**src/rtl/core/mthd_pkg.sv**
```systemverilog
package mthd_pkg;

	// slot count fixed by the 4-bit target index
	localparam int NUM_SLOTS = 16;

	localparam logic [11:0] FULL_SCALE      = 12'hFFF;
	localparam logic [12:0] HIT_LEVEL_RESET = 13'd2048;
	localparam logic [12:0] DARK_RESET      = 13'd0;
	localparam logic [12:0] LIT_RESET       = 13'd4096;
	localparam logic [15:0] COUNT_MAX       = 16'hFFFF;

	localparam logic [9:0]  REFRESH_STEP_RESET   = 10'd10;
	localparam logic [15:0] HIT_TIME_LIMIT_RESET = 16'd100;

	// configuration register indexes
	localparam logic CFG_REFRESH_STEP   = 1'b0;
	localparam logic CFG_HIT_TIME_LIMIT = 1'b1;

	typedef enum logic [2:0] {
		MODE_SCAN      = 3'd0,
		MODE_CAL_DARK  = 3'd1,
		MODE_CAL_LIT   = 3'd2,
		MODE_ENABLE    = 3'd3,
		MODE_THRESHOLD = 3'd4,
		MODE_PROBE     = 3'd5
	} mode_t;

	typedef struct packed {
		logic [2:0]  mode;
		logic [3:0]  target_index;
		logic [11:0] sample;
		logic [12:0] value;
	} item_t;

	typedef struct packed {
		logic [12:0] hit_level;
		logic [12:0] dark_level;
		logic [12:0] lit_level;
		logic [15:0] count;
		logic        armed;
		logic        present;
	} entry_t;

	typedef struct packed {
		logic [19:0] sum;
		logic [8:0]  count;
	} cal_t;

	typedef struct packed {
		logic        hit;
		logic [3:0]  hit_target;
		logic [12:0] threshold_now;
		logic        cal_done;
		logic [11:0] cal_average;
		logic        target_enabled;
		logic        target_connected;
	} result_t;

	// state write-back from the update logic
	typedef struct packed {
		logic   entry_we;
		logic   cal_we;
		entry_t entry;
		cal_t   cal;
	} update_t;

endpackage

```
**src/rtl/core/multi_target_hit_detector_core.sv**
```systemverilog
// channel   dir  handshake                  payload
// s_axis    in   s_tvalid / s_tready        s_tuser mode, s_tdata index/sample/value
// m_axis    out  m_tvalid / m_tready        m_tdata one result per input beat
// cfg       in   cfg_we (no wait)           cfg_index, cfg_data
//
// one beat per cycle unless the output stalls; each beat is held in the input register,
// where the target's entry is read, updated and written back as the result is registered.
// each result passes from the input register into the result register that drives m_tdata.
// a stalled output holds its result and the input register fills behind it.
// active-low async reset loads entry and config defaults and clears cal and valid bits.
module multi_target_hit_detector_core
	import mthd_pkg::*;
#(
	parameter int TARGET_COUNT     = 10,
	parameter int CAL_SAMPLES_LOG2 = 4
) (
	input  logic        clk,
	input  logic        arst_n,
	input  logic        s_tvalid,
	output logic        s_tready,
	input  logic [31:0] s_tdata,  // target_index[3:0], sample[15:4], value[28:16], zero pad
	input  logic [2:0]  s_tuser,  // mode[2:0]
	output logic        m_tvalid,
	input  logic        m_tready,
	output logic [39:0] m_tdata,  // hit[0], hit_target[4:1], threshold_now[17:5],
	                              // cal_done[18], cal_average[30:19], target_enabled[31],
	                              // target_connected[32], zero pad
	input  logic        cfg_we,
	input  logic        cfg_index,
	input  logic [15:0] cfg_data
);

	item_t       item_s1;
	logic        valid_s1;
	result_t     out_q;
	logic        out_valid_q;
	logic [9:0]  refresh_step_q;
	logic [15:0] hit_time_limit_q;

	logic [12:0] hit_level_q  [NUM_SLOTS];
	logic [12:0] dark_level_q [NUM_SLOTS];
	logic [12:0] lit_level_q  [NUM_SLOTS];
	logic [15:0] count_q      [NUM_SLOTS];
	logic [NUM_SLOTS-1:0] armed_q;
	logic [NUM_SLOTS-1:0] present_q;
	cal_t        cal_q;

	logic        advance;
	entry_t      cur;
	update_t     upd;
	result_t     res;

	assign advance  = valid_s1 && (!out_valid_q || m_tready);
	assign s_tready = !valid_s1 || advance;

	// input register
	always_ff @(posedge clk or negedge arst_n) begin
		if (!arst_n) begin
			valid_s1 <= 1'b0;
		end else if (s_tready) begin
			valid_s1 <= s_tvalid;
		end
	end

	always_ff @(posedge clk) begin
		if (s_tready && s_tvalid) begin
			item_s1.mode         <= s_tuser;
			item_s1.target_index <= s_tdata[3:0];
			item_s1.sample       <= s_tdata[15:4];
			item_s1.value        <= s_tdata[28:16];
		end
	end

	// configuration registers
	always_ff @(posedge clk or negedge arst_n) begin
		if (!arst_n) begin
			refresh_step_q   <= REFRESH_STEP_RESET;
			hit_time_limit_q <= HIT_TIME_LIMIT_RESET;
		end else if (cfg_we) begin
			case (cfg_index)
				CFG_REFRESH_STEP:   refresh_step_q   <= cfg_data[9:0];
				CFG_HIT_TIME_LIMIT: hit_time_limit_q <= cfg_data;
				default: begin
				end
			endcase
		end
	end

	// read of the addressed entry
	always_comb begin
		cur.hit_level  = hit_level_q[item_s1.target_index];
		cur.dark_level = dark_level_q[item_s1.target_index];
		cur.lit_level  = lit_level_q[item_s1.target_index];
		cur.count      = count_q[item_s1.target_index];
		cur.armed      = armed_q[item_s1.target_index];
		cur.present    = present_q[item_s1.target_index];
	end

	mthd_step #(
		.TARGET_COUNT     (TARGET_COUNT),
		.CAL_SAMPLES_LOG2 (CAL_SAMPLES_LOG2)
	) u_step (
		.item           (item_s1),
		.cur            (cur),
		.cal            (cal_q),
		.refresh_step   (refresh_step_q),
		.hit_time_limit (hit_time_limit_q),
		.upd            (upd),
		.res            (res)
	);

	// target entry and calibration accumulator write-back
	always_ff @(posedge clk or negedge arst_n) begin
		if (!arst_n) begin
			for (int i = 0; i < NUM_SLOTS; i++) begin
				hit_level_q[i]  <= HIT_LEVEL_RESET;
				dark_level_q[i] <= DARK_RESET;
				lit_level_q[i]  <= LIT_RESET;
				count_q[i]      <= 16'd0;
			end
			armed_q   <= '0;
			present_q <= '0;
			cal_q     <= '0;
		end else if (advance) begin
			if (upd.entry_we) begin
				hit_level_q[item_s1.target_index]  <= upd.entry.hit_level;
				dark_level_q[item_s1.target_index] <= upd.entry.dark_level;
				lit_level_q[item_s1.target_index]  <= upd.entry.lit_level;
				count_q[item_s1.target_index]      <= upd.entry.count;
				armed_q[item_s1.target_index]      <= upd.entry.armed;
				present_q[item_s1.target_index]    <= upd.entry.present;
			end
			if (upd.cal_we) begin
				cal_q <= upd.cal;
			end
		end
	end

	// result register
	always_ff @(posedge clk or negedge arst_n) begin
		if (!arst_n) begin
			out_valid_q <= 1'b0;
		end else if (!out_valid_q || m_tready) begin
			out_valid_q <= valid_s1;
		end
	end

	always_ff @(posedge clk) begin
		if (advance) begin
			out_q <= res;
		end
	end

	assign m_tvalid = out_valid_q;
	assign m_tdata  = {7'd0, out_q.target_connected, out_q.target_enabled, out_q.cal_average,
		out_q.cal_done, out_q.threshold_now, out_q.hit_target, out_q.hit};

endmodule

```
**src/rtl/core/mthd_step.sv**
```systemverilog
module mthd_step
	import mthd_pkg::*;
#(
	parameter int TARGET_COUNT     = 10,
	parameter int CAL_SAMPLES_LOG2 = 4
) (
	input  item_t       item,
	input  entry_t      cur,
	input  cal_t        cal,
	input  logic [9:0]  refresh_step,
	input  logic [15:0] hit_time_limit,
	output update_t     upd,
	output result_t     res
);

	localparam logic [8:0] CAL_TARGET = 9'(1 << CAL_SAMPLES_LOG2);

	function automatic logic [12:0] midpoint(input logic [12:0] lo, input logic [12:0] hi);
		logic [12:0] d;
		begin
			if (hi >= lo) begin
				d = hi - lo;
				midpoint = lo + (d >> 1);
			end else begin
				d = lo - hi;
				midpoint = lo - (d >> 1);
			end
		end
	endfunction

	logic        in_range;
	logic [16:0] count_sum;
	logic [19:0] sum_next;
	logic [8:0]  cnt_next;
	logic [19:0] sum_shift;
	logic [11:0] avg;
	entry_t      nxt;
	cal_t        cal_nxt;
	logic        hit;
	logic        done;

	assign in_range  = 32'(item.target_index) < TARGET_COUNT;
	assign count_sum = {1'b0, cur.count} + {7'd0, refresh_step};
	assign sum_next  = cal.sum + {8'd0, item.sample};
	assign cnt_next  = cal.count + 9'd1;
	assign sum_shift = sum_next >> CAL_SAMPLES_LOG2;

	// per-mode update of the addressed entry and the calibration accumulator
	always_comb begin
		nxt     = cur;
		cal_nxt = cal;
		hit     = 1'b0;
		done    = 1'b0;
		avg     = 12'd0;
		case (mode_t'(item.mode))
			MODE_SCAN: begin
				if ({1'b0, item.sample} > cur.hit_level) begin
					nxt.count = count_sum[16] ? COUNT_MAX : count_sum[15:0];
				end else if (cur.count >= {6'd0, refresh_step}) begin
					nxt.count = cur.count - {6'd0, refresh_step};
				end
				if (cur.armed && nxt.count >= hit_time_limit) begin
					hit = 1'b1;
					if (cur.present) begin
						nxt.armed = 1'b0;
					end
				end
			end
			MODE_CAL_DARK, MODE_CAL_LIT: begin
				cal_nxt.sum   = sum_next;
				cal_nxt.count = cnt_next;
				if (cnt_next >= CAL_TARGET) begin
					avg           = sum_shift[11:0];
					done          = 1'b1;
					cal_nxt.sum   = 20'd0;
					cal_nxt.count = 9'd0;
					if (mode_t'(item.mode) == MODE_CAL_LIT) begin
						nxt.lit_level = {1'b0, avg};
					end else begin
						nxt.dark_level = {1'b0, avg};
					end
					nxt.hit_level = midpoint(nxt.dark_level, nxt.lit_level);
				end
			end
			MODE_ENABLE: begin
				if (cur.present) begin
					nxt.armed = item.value[0];
					if (item.value[0]) begin
						nxt.count = 16'd0;
					end
				end
			end
			MODE_THRESHOLD: begin
				nxt.hit_level = item.value;
			end
			MODE_PROBE: begin
				nxt.present = (item.sample == FULL_SCALE);
			end
			default: begin
			end
		endcase
	end

	assign upd.entry_we = in_range;
	assign upd.cal_we   = in_range;
	assign upd.entry    = nxt;
	assign upd.cal      = cal_nxt;

	// out-of-range targets report zeros apart from the index echo
	always_comb begin
		res.hit_target = item.target_index;
		if (in_range) begin
			res.hit              = hit;
			res.threshold_now    = nxt.hit_level;
			res.cal_done         = done;
			res.cal_average      = avg;
			res.target_enabled   = nxt.armed;
			res.target_connected = nxt.present;
		end else begin
			res.hit              = 1'b0;
			res.threshold_now    = 13'd0;
			res.cal_done         = 1'b0;
			res.cal_average      = 12'd0;
			res.target_enabled   = 1'b0;
			res.target_connected = 1'b0;
		end
	end

endmodule

```
**config.mk**
```make
export PLATFORM = sky130hd
export DESIGN_NAME = multi_target_hit_detector_core
export DESIGN_NICKNAME = d
export VERILOG_FILES = /design/src/rtl/core/mthd_pkg.sv /design/src/rtl/core/multi_target_hit_detector_core.sv /design/src/rtl/core/mthd_step.sv
export SDC_FILE = /design/constraint.sdc
export NUM_CORES = 2
export LEC_CHECK = 0
export BUFFER_PORTS_ARGS = -buffer_cell sky130_fd_sc_hd__buf_4
export CORE_MARGIN = 2
export CORE_UTILIZATION = 25
export CTS_CLUSTER_DIAMETER = 60
export DETAILED_ROUTE_END_ITERATION = 12
export GPL_TIMING_DRIVEN = 0
export SLEW_MARGIN = 20
export SYNTH_ARGS = -nofsm -noshare
export SYNTH_HDL_FRONTEND = slang
export SYNTH_SLANG_ARGS = --single-unit
export TNS_END_PERCENT = 1
```
**constraint.sdc**
```tcl
create_clock -name clk -period 17.9 [get_ports clk]
set_input_delay 1.79 -clock clk [delete_from_list [all_inputs] [get_ports clk]]
set_output_delay 1.79 -clock clk [all_outputs]
set_load 0.05 [all_outputs]
```
### Yosys cells after proc, flatten, opt, wreduce, memory -nomap -nowiden

Cells that the tools add are included.

* magnitude comparators: 10
* reduce and logical (&&, ||, !) cells: 18
* add/subtract/negate cells: 8
* multiplexer cells: 51
* bitwise operators: 2
* eq/ne operators: 6

Operator list (number)
* 208-bit bitwise mux: 3
* 256-bit bitwise mux: 1
* 13-bit 2-to-1 mux: 14
* 13-bit binary-select mux with 4-bit select: 3
* 16-bit 2-to-1 mux: 8
* 16-bit binary-select mux with 4-bit select: 1
* 16-bit demux with 4-bit select: 1
* 13-bit demux with 4-bit select: 1
* 39-bit 2-to-1 mux: 1
* 17-bit case mux with 2 select lines: 1
* 16-bit bitwise mux: 2
* 29-bit 2-to-1 mux: 1
* 26-bit 2-to-1 mux: 1
* 13-bit case mux with 2 select lines: 1
* 13-bit subtractor: 2
* 20-bit by 12-bit adder with 20-bit output: 1
* 16-bit by 10-bit adder with 17-bit output: 1
* 17-bit 2-to-1 mux: 1
* 16-bit by 10-bit greater-or-equal comparator with 1-bit output: 1
* 16-bit greater-or-equal comparator: 1
* 16-bit by 10-bit subtractor with 16-bit output: 1
* 13-bit by 12-bit adder with 13-bit output: 1
* 13-bit greater-or-equal comparator: 1
* 12-bit by 13-bit greater-than comparator with 1-bit output: 1
* 24 further kinds: 45

* bits in registers: 1034
* word-level logic and storage cells: 178
* input bits: 57

### Depth between registers and ports, before layout

* depth in word-level cells: 13
* depth in mapped cells: 41

### Cells and area by module

Synthesis repeated with hierarchy kept, for this count alone.

* cells, all modules: 3724
* area, all modules: 51744.6 µm²

By module, submodules not included
* multi_target_hit_detector_core: cells each 2681, sequential area each 26246.4 µm², area each 44789.2 µm², times used 1
* mthd_step: cells each 1043, sequential area each 0.0 µm², area each 6955.4 µm², times used 1

### Least setup slack after synthesis

Ideal clock, no wire load.

* kind: register to register
* start point: reg item_s1[25] in the netlist's numbering
* end point: reg out_q, in the netlist m_tdata[16] (data pin)
* data arrival time: 8.142 ns
* clock period less this slack: 8.408 ns
* slack: 9.492 ns
* path buffers: 11
* cell stages (with the launch flop): 38
* library setup time: 0.266 ns
* cells stage by stage: edfxtp_1 buf_2 buf_4 buf_4 buf_4 buf_2 buf_2 buf_2 buf_2 mux4_2 mux4_2 nand2_1 o21ai_0 ha_1 clkbuf_1 o21ai_0 a21boi_0 o21ai_0 [2 not listed] o41ai_4 clkbuf_1 nor2_1 nor2_1 ha_1 a21o_1 a21oi_1 o21bai_1 a21oi_1 nand2_1 and3_1 a32oi_1 o21a_1 o21ai_1 xor2_1 a21oi_1 clkbuf_1 nor2_1

* word-level cells in the longest chain between the ends: 12
* elaborated cells between the ends (all ways): 25
* classes of those cells: add/sub: 4; order compare: 2; mux: 18; bitwise: 1

RTL lines
* start: declaration: RTL line multi_target_hit_detector_core.sv:33 `item_t item_s1;`
* 4-bit inverter with 5-bit output (not written as such): RTL line multi_target_hit_detector_core.sv:91, multi_target_hit_detector_core.sv:92, multi_target_hit_detector_core.sv:93
* 13-bit binary-select mux with 4-bit select (on tied branches): RTL line multi_target_hit_detector_core.sv:92, multi_target_hit_detector_core.sv:93
* 13-bit 2-to-1 mux (on tied branches) (2 in a row): RTL line multi_target_hit_detector_core.sv:92, multi_target_hit_detector_core.sv:93
* 13-bit 2-to-1 mux: RTL line mthd_step.sv:77 `if (mode_t'(item.mode) == MODE_CAL_LIT) begin`
* 13-bit 2-to-1 mux: RTL line mthd_step.sv:72 `if (cnt_next >= CAL_TARGET) begin`
* 13-bit 2-to-1 mux: RTL line mthd_step.sv:55 `case (mode_t'(item.mode))`
* 13-bit subtractor (on tied branches): RTL line mthd_step.sv:25, mthd_step.sv:22
* 13-bit by 12-bit subtractor with 13-bit output / 13-bit by 12-bit adder with 13-bit output (equally long branches): RTL line mthd_step.sv:26, mthd_step.sv:23
* 13-bit 2-to-1 mux: RTL line mthd_step.sv:21 `if (hi >= lo) begin`
* 39-bit 2-to-1 mux: RTL line mthd_step.sv:72
* 13-bit case mux with 2 select lines: RTL line mthd_step.sv:55
* end signal: assignment: RTL line multi_target_hit_detector_core.sv:150 `out_q <= res;`
* end: declaration: RTL line multi_target_hit_detector_core.sv:35 `result_t out_q;`

Parallel ways exist; a longest one is shown, timed or not. The select of a mux whose other input is x is not followed.
A chain may end at the register's enable or synchronous reset.

### Final worst setup path

* start point: reg item_s1[26] in the netlist's numbering
* end point: reg out_q, in the netlist m_tdata[14] (data pin)

Same word-level chain as after synthesis.

==> impl_metrics.env <==
export IMPL_drt_wl_total_mm=145
export IMPL_hold_violations=0
export IMPL_setup_tns_ns=0
export IMPL_drt_first_pass_iters=9
export IMPL_fill_cells=19300
export IMPL_grt_use_met2_pct=25.0
export IMPL_grt_busiest_layer="met2"
export IMPL_p_sw_share_pct=35.4
export IMPL_grt_usage_pct=15.0
export IMPL_clk_latency_ns=0.74
export IMPL_setup_viol=0
export IMPL_dieArea_um2=193000
export IMPL_timing_hold_ws_ns=0.442
export IMPL_dp_hpwl_mm=102
export IMPL_io_pins=99
export IMPL_clk_pin_slew_worst_paths_ns=0.06
export IMPL_ys_types=83
export IMPL_gp_congestion=0.889
export IMPL_clk_path_buf_depth=3
export IMPL_yosys_area_share_simple_pct=9.86
export IMPL_numCtsBuffers=107
export IMPL_antenna_cells=0
export IMPL_synth_xor_area_share_pct=1.26
export IMPL_grt_remaining_overflow=0
export IMPL_start_kind="register"
export IMPL_ys_seq_elements=1030
export IMPL_post_route_min_period_ns=12.53
export IMPL_rsz0062_at_grt="false"
export IMPL_ys_seq_area_share_pct=55.3
export IMPL_end_kind="register"
export IMPL_max_cap_violations=0
export IMPL_chipHeight_um=439
export IMPL_nNetsFinal=4564
export IMPL_start_util_pct=25.2
export IMPL_p_seq_share_pct=35.2
export IMPL_placed_cell_area_um2=51400
export IMPL_antenna_left=0
export IMPL_wl_per_cell_um=20.7
export IMPL_finalCoreUtilization_pct=29.3
export IMPL_synthFlopType="dfrtp_1"
export IMPL_max_freq_mhz=79.8
export IMPL_cts_resized=0
export IMPL_die_w_um=439
export IMPL_min_path_type="register to register"
export IMPL_cts_tree="built"
export IMPL_cts_root_buf="clkbuf_16"
export IMPL_synth_top_family_by_area="multiplexers"
export IMPL_first_global_vias=33700
export IMPL_period_share_pct=70.0
export IMPL_finalInstanceArea_um2=55100
export IMPL_ctsHoldBuffers=0
export IMPL_max_stage_delay_ns=0.81
export IMPL_grt_max_degree=148
export IMPL_synth_edf_count=65
export IMPL_drc=2
export IMPL_crit_arrival_ns=12.98
export IMPL_grt_pass1_wl_mm=219
export IMPL_cp_slowest_cell="clkbuf_1"
export IMPL_finalClockSkew_ns=0.0395
export IMPL_synth_cells=4187
export IMPL_synth_area_mux_share_pct=15.3
export IMPL_vias=33400
export IMPL_gr_usage_met1_pct=19.1
export IMPL_antenna_found_initial=2
export IMPL_synth_adder_area_share_pct=2.87
export IMPL_yosys_area_top_type="dfrtp_1"
export IMPL_totalPowerFinal_mw=7.27
export IMPL_synthToLayoutAreaGrowth_pct=16.5
export IMPL_worstPathRequired_ns=18.35
export IMPL_drv_slew=0
export IMPL_clock_power_share_pct=31.9
export IMPL_port_buffers=88
export IMPL_slew_headroom_pct=21.5
export IMPL_cts_sinks=1030
export IMPL_syn_area_per_cell_um2=11.3
export IMPL_drive_above_1_share_pct=16.9
export IMPL_vdd_ir_drop_max_v=0.000146
export IMPL_async_flop_share_pct=93.7
export IMPL_worst_pin_slew_ns=1.17
export IMPL_cts_setup_buffers=0
export IMPL_p_comb_share_pct=32.9
export IMPL_rows=159
export IMPL_crit_type="register to register"
export IMPL_viasPerCell=4.77
export IMPL_synth_top_area_share_pct=49.1
export IMPL_synth_warnings=0
export IMPL_p_per_area_nw_per_um2=132
export IMPL_synth_compound_area_share_pct=9.62
export IMPL_grt_util_met3_pct=2.22
export IMPL_coreArea_um2=188000
export IMPL_switchingPower_mw=2.57
export IMPL_internal_power_mw=4.70
export IMPL_htree_levels=3
export IMPL_netlist_area_um2=47300
export IMPL_yosysMostFrequentCell="dfrtp_1"
export IMPL_synth_area_top_cells="dfrtp_1 (49%), mux4_2 (13%), nand2_1 (6.7%), o21ai_0 (4.6%), edfxtp_1 (4.1%)"
export IMPL_status="complete, but fails checks"
export IMPL_leakage_nw=24.1
export IMPL_failed_checks="design-rule violations"
export IMPL_crit_fanout=10
export IMPL_synthTopCellsByCount="dfrtp_1 (928), nand2_1 (843), clkbuf_1 (512)"
export IMPL_first_iter_violations=3127
layer usage:
layer	part of all wire [%]	vias to the layer above
li1	-	14700
met1	40	17200
met2	49	1203
met3	6.2	273
met4	4.6	4
met5	0.019	-
cell families (layout without fill, tap and decap cells):
family	Yosys count	after routing
compound gates	790	790
xor+xnor	65	65
fa+ha+maj	105	105
buf+inv	693	995
flops	1030	1030
mux	368	368
other cells	1	7
simple gates	1135	1135
final cells by class:
cell class                 instances  area [um^2]  area share [%]
sequential                      1030        26100            47.5
multi-input combinational       2470        18500            33.5
tap                             2495         3120            5.67
clock buffer                     141         2960            5.36
buffer                           584         2320            4.21
timing repair buffer             101          958            1.74
clock inverter                    60          706            1.28
inverter                         109          409           0.743
worst paths after layout:
check	from	to	slack (ns)	depth (start not counted)
max	item_s1[26]$_DFFE_PP_	m_tdata[14]$_SDFFCE_PP0P_	5.37	39
min	lit_level_q[38]$_DFFE_PN1P_	lit_level_q[38]$_DFFE_PN1P_	0.44	1
max reg2reg	item_s1[26]$_DFFE_PP_	m_tdata[14]$_SDFFCE_PP0P_	5.37	39
min reg2reg	lit_level_q[38]$_DFFE_PN1P_	lit_level_q[38]$_DFFE_PN1P_	0.44	1
max in group asynchronous	arst_n	lit_level_q[17]$_DFFE_PN0P_	14.23	5
min in group asynchronous	arst_n	hit_time_limit_q[1]$_DFFE_PN0P_	0.93	1
flip-flops by register name, indices dropped and copies added (netlist names):
name / flops
m_tvalid: 1
refresh_step_q: 10
count_q: 256
lit_level_q: 208
m_tdata: 33
hit_level_q: 208
dark_level_q: 208
hit_time_limit_q: 16
item_s1: 32
valid_s1: 1
present_q: 16
cal_q: 25
armed_q: 16
layout by cell type, fill, tap and decap left out, types with 23 or more instances in the layout:
cell	synthesis	routed
dfstp_2	37	37
inv_1	107	106
nor2_1	129	127
nand2_1	843	843
ha_1	98	98
a21oi_1	96	96
buf_4	12	101
edfxtp_1	65	65
xnor2_1	45	45
buf_2	37	40
dfrtp_1	928	928
clkbuf_1	512	530
mux2i_1	24	24
o21ai_0	439	438
a22oi_1	23	23
mux4_2	277	277
mux2_2	66	66
nand2b_1	23	23
o21ai_1	66	67
clkbuf_16	0	107
a21o_1	25	25
worst max-delay path, delay by kind of cell, from the launching register on:
family	cells	cell delay, ns
compound gates	15	3.65
xor+xnor	1	0.15
fa+ha+maj	2	0.71
buf+inv	13	5.24
flops	1	0.52
mux	2	1.03
simple gates	6	0.83
stage by stage:
step                      instances  setup WS (ns)
after global placement         6776           3.85
final                          6990           5.37
after global routing           6990           4.73
after detailed placement       6789           5.40
after floorplan                4193           9.49
after CTS                      6990           5.40
power groups by stage:
stage                     logic, mW  registers [mW]  clock network [mW]
after global routing           2.63            2.57                2.45
after detailed placement       2.36            2.60                   0
after CTS                      2.38            2.56                2.35
after global placement         2.34            2.60                   0
final                          2.39            2.56                2.32
after floorplan                1.67            2.59                   0
Note: power is estimated with default switching activity, not from simulation.
